**src/gki_ram.sv**
```systemverilog
// ----------------------------------------------------------------------------
// gki_ram
// single port synchronous ram, registered read
// ----------------------------------------------------------------------------
module gki_ram #(
    parameter int WIDTH = 8,
    parameter int DEPTH = 16
) (
    input  logic                     i_clk,
    input  logic                     i_we,
    input  logic [$clog2(DEPTH)-1:0] i_addr,
    input  logic [WIDTH-1:0]         i_wdata,
    output logic [WIDTH-1:0]         o_rdata
);
    logic [WIDTH-1:0] r_mem [DEPTH];

    always_ff @(posedge i_clk) begin
        if (i_we) begin
            r_mem[i_addr] <= i_wdata;
        end
        o_rdata <= r_mem[i_addr];
    end
endmodule
```
**config.mk**
```make
export PLATFORM = sky130hd
export DESIGN_NAME = gki_ram
export DESIGN_NICKNAME = d
export VERILOG_FILES = /design/src/gki_ram.sv
export SDC_FILE = /design/constraint.sdc
export NUM_CORES = 1
export LEC_CHECK = 0
export BUFFER_PORTS_ARGS = -buffer_cell sky130_fd_sc_hd__buf_2
export CAP_MARGIN = 20
export CELL_PAD_IN_SITES_DETAIL_PLACEMENT = 2
export CELL_PAD_IN_SITES_GLOBAL_PLACEMENT = 2
export CORE_MARGIN = 5
export CORE_UTILIZATION = 32
export CTS_CLUSTER_DIAMETER = 100
export DETAILED_ROUTE_END_ITERATION = 10
export HOLD_SLACK_MARGIN = 0.15
export PLACE_DENSITY_LB_ADDON = 0.1
export SETUP_SLACK_MARGIN = 0.4
export SYNTH_ARGS = -nofsm -noshare
export SYNTH_HDL_FRONTEND = slang
export SYNTH_SLANG_ARGS = --single-unit
```
**constraint.sdc**
```tcl
create_clock -name i_clk -period 3.85 [get_ports i_clk]
set_input_delay 0.5775 -clock i_clk [delete_from_list [all_inputs] [get_ports i_clk]]
set_output_delay 0.5775 -clock i_clk [all_outputs]
set_load 0.01 [all_outputs]
```
### After elaboration in Yosys (flattened, before gate mapping)

Memories as Yosys holds them, arrays and structs flattened. A register that Yosys moved wholly into a read port is not among the register bits.
Cells that the tools add are included.

* $add $sub $neg: 0
* $mul: 0
* divide/modulo/power cells: 0
* order comparisons: 0
* eq/ne operators: 0
* shift operators: 0
* muxes and demuxes: 2
* bitwise logic cells: 0
* reduce and logical (&&, ||, !) cells: 0

Operators by type and width (number)
* $mux W1: 2

* register bits after elaboration: 0
* latch bits: 0
* memory bits (writable): 128
* ROM bits: 0
* word-level logic and storage cells: 3
* memories: 1

Memory list
* r_mem: words 16, width 8, rd ports 1, clocked after Yosys merged registers in 1, write ports 1, RTL line 15 `logic [WIDTH-1:0] r_mem [DEPTH];`

### Longest topological paths before layout

* word-level depth: 2
* depth in mapped cells: 5
* mapped depth without buffers: 3

### Least setup slack after synthesis

Ideal clock, no wire load.

* path type: in2reg
* start: input i_addr[2]
* end: memory r_mem[0][0], enable pin
* arrival: 1.687 ns
* data required time: 3.467 ns
* path slack: 1.779 ns
* cell stages on the path: 2
* path through: or3b_2 > nor3_1

RTL lines
* from (decl): RTL line 11 `input logic [$clog2(DEPTH)-1:0] i_addr,`
* to (decl): RTL line 15

Straight into the memory's write port.

==> flow_metrics.py <==
metrics = {
    "critical_path": {
        "timing.rr.start": "r_mem[11][1]",
        "start_kind": "input port",
        "critPathMaxStageDelay_ns": 0.70,
        "critPathMaxFanout": 27,
        "path_class": "in2reg",
        "worstPathArrival_ns": 2.52,
        "crit_chain": "buf_2 > buf_12 > mux4_2 > a22oi_1 > nand2_1",
        "rrSetupSlack_ns": 2.44,
        "cp_slowest_cell": "buf_2",
        "path_buf_inv": 2,
        "crit_path_start": "i_addr[0]",
        "worstPathRequired_ns": 4.14,
        "crit_family": "buffers and inverters",
        "critPathCaptureType": "flip-flop",
    },
    "drt": {
        "first_pass_iters": 4,
        "routed-via-count": 2391,
        "remaining_drc_errors": 0,
        "ant_nets": 0,
        "routed-wl-met3_um": 344,
        "wirelength_mm": 12.1,
        "highest_layer": "met4",
        "wl_met1_mm": 5.39,
        "wl_per_cell_um": 24.0,
        "wl_met2_mm": 6.16,
        "via_per_inst": 4.73,
        "first_iter_violations": 85,
    },
    "power": {
        "irDropWorstVdd_uv": 341,
        "p_switching_mw": 0.709,
        "p_leak_nw": 2.05,
        "p_clk_share_pct": 50.2,
        "finalPower_mw": 3.67,
        "p_seq_share_pct": 45.4,
        "p_int_mw": 2.97,
        "swShare_pct": 19.3,
        "comb_power_share_pct": 4.4,
        "p_per_area_nw_per_um2": 592,
    },
    "clock_tree": {
        "cts-root-buf": "clkbuf_16",
        "h-tree-depth": 4,
        "cts_buffers": 17,
        "cts_tree": "built",
        "path_clk_slew_ns": 0.06,
        "cts.sinks": 136,
        "clock_path_buffers": 2,
        "cts_resized": 0,
        "postCtsHoldBufs": 0,
        "clock_latency_ns": 0.41,
        "postCtsSetupBuffers": 0,
    },
    "sta": {
        "finalHoldViolations": 0,
        "clock_skew_ns": 0.00665,
        "clock.fmax_mhz": 450,
        "tns_ns": 0,
        "fin_crit_sh_pct": 57.8,
        "period_needed_ns": 2.22,
        "worst_pin_slew_ns": 0.945,
        "maxSlewViolCount": 0,
        "rsz0062_at_grt": "no",
        "setup_viol": 0,
        "slew_headroom_pct": 37.0,
    },
    "yosys": {
        "synth.top_cell.area_share_pct": 75.9,
        "yosysWarningCount": 0,
        "synth_edf_count": 128,
        "synthTopCellsByArea": "edfxtp_1 (76%), mux4_2 (14%), dfxtp_1 (3.2%)",
        "synth_ff_type": "edfxtp_1",
        "synth.most_common_cell": "edfxtp_1",
        "syn-cell-area_um2": 5070,
        "synthTopCellsByCount": "edfxtp_1 (128), mux4_2 (32), a22oi_1 (16)",
        "synth_cells": 230,
        "synthArstFlopShare_pct": 0,
        "synth_seq_area_share_pct": 79.0,
        "ys_types": 18,
        "synth_nets": 244,
        "synth.avg_cell_area_um2": 22.0,
        "synth.largest_area_cell": "edfxtp_1",
        "ys_seq_elements": 136,
    },
    "worst_hold_path": {
        "hold_path.class": "in2reg",
        "hold_start": "i_wdata[6]",
    },
    "final_layout": {
        "fillers": 1485,
        "seq_area_um2": 4000,
        "drive_gt1_share_pct": 35.2,
        "fin_util_pct": 39.5,
        "n_antenna_cell": 0,
        "multiInputGateArea_um2": 1000,
        "layout.nets": 291,
        "syn_to_final_growth_pct": 22.5,
    },
    "die": {
        "num_rows": 46,
        "die-area_um2": 18500,
        "die_w_um": 136,
        "io_pins": 22,
        "initial_core_util_pct": 32.3,
        "fp.dieH_um": 136,
        "core_area_um2": 15700,
    },
    "global_route": {
        "grt_overflow_total": 0,
        "grt_max_degree": 28,
        "grt_pass1_vias": 2748,
        "grtUsageTotal_pct": 14.7,
        "antenna_found_initial": 0,
        "grt_pass1_wl_mm": 18.7,
    },
    "flow_run": {
        "max_cap_violations": 0,
    },
    "place": {
        "port_buffers": 21,
        "hpwl_mm": 8.04,
        "routabilityCongestion": 0.714,
    },
    "outcome": {
        "status": "finished, final reports clean",
    },
}
## path summary, 6_finish.rpt
check,endpoint,depth (start not counted)
setup / recovery,o_rdata[5],5
hold / removal,r_mem[6][6],1
setup reg to reg,o_rdata[1],3
hold reg to reg,o_rdata[5],3
## layout make-up
| type | count | area share, % |
|---|---|---|
| Multi-Input combinational cell | 83 | 16.2 |
| Tap cell | 216 | 4.35 |
| Timing Repair Buffer | 39 | 4.07 |
| Clock buffer | 19 | 7.30 |
| Sequential cell | 136 | 64.5 |
| Clock inverter | 13 | 3.59 |
## sequential cells by signal, indices dropped and copies added (netlist names)
name,count
r_mem,128
o_rdata,8
## cell families (layout without fill, tap and decap cells)
kind of cell           Yosys count  count (layout)  share of synthesized area [%]
DFF                            136             136                           79.0
and+or+nand+nor                 35              35                           3.21
muxes                           32              32                           14.2
AOI/OAI and AO/OA               16              16                           2.37
buffers and inverters           11              71                           1.19
## power by group through the flow
stage | logic, mW | clock network [mW] | registers [mW]
3_5_place_dp | 0.168 | 0 | 1.70
6_report | 0.162 | 1.84 | 1.67
3_3_place_gp | 0.166 | 0 | 1.70
5_1_grt | 0.178 | 1.96 | 1.67
2_1_floorplan | 0.0853 | 0 | 1.70
4_1_cts | 0.169 | 1.88 | 1.67
## per-layer routing
layer  track usage (%)  vias up
li1                  -     1059
met1              19.0     1282
met2              23.8       34
met3              3.63       16
met4              6.22        0
met5                 0        -
## placed cells by master, fill, tap and decap left out, drive strengths merged
| cell | synthesis | final |
|---|---|---|
| clkbuf | 3 | 19 |
| nor3 | 4 | 4 |
| nand2 | 9 | 9 |
| mux4 | 32 | 32 |
| and2 | 1 | 1 |
| nand3b | 2 | 2 |
| clkinv | 0 | 5 |
| nor2b | 2 | 2 |
| a22oi | 16 | 16 |
| bufinv | 0 | 6 |
| nand2b | 2 | 2 |
| clkinvlp | 0 | 1 |
| edfxtp | 128 | 128 |
| nor2 | 13 | 13 |
| buf | 8 | 39 |
| or3b | 1 | 1 |
| dfxtp | 8 | 8 |
| inv | 0 | 1 |
| nand3 | 1 | 1 |
## through the flow
stage | instance area [µm²] | setup WS [ns] | cells | hold slack (ns)
global route | 6210 | 1.47 | 506 | 0.546
floorplan | 5070 | 1.78 | 230 | 0.635
detailed placement | 5530 | 1.09 | 474 | 0.680
global placement | 5530 | 1.08 | 474 | 0.659
CTS | 6210 | 1.52 | 506 | 0.536
finish | 6210 | 1.63 | 506 | 0.546
Power figures use the tool's default switching activity.
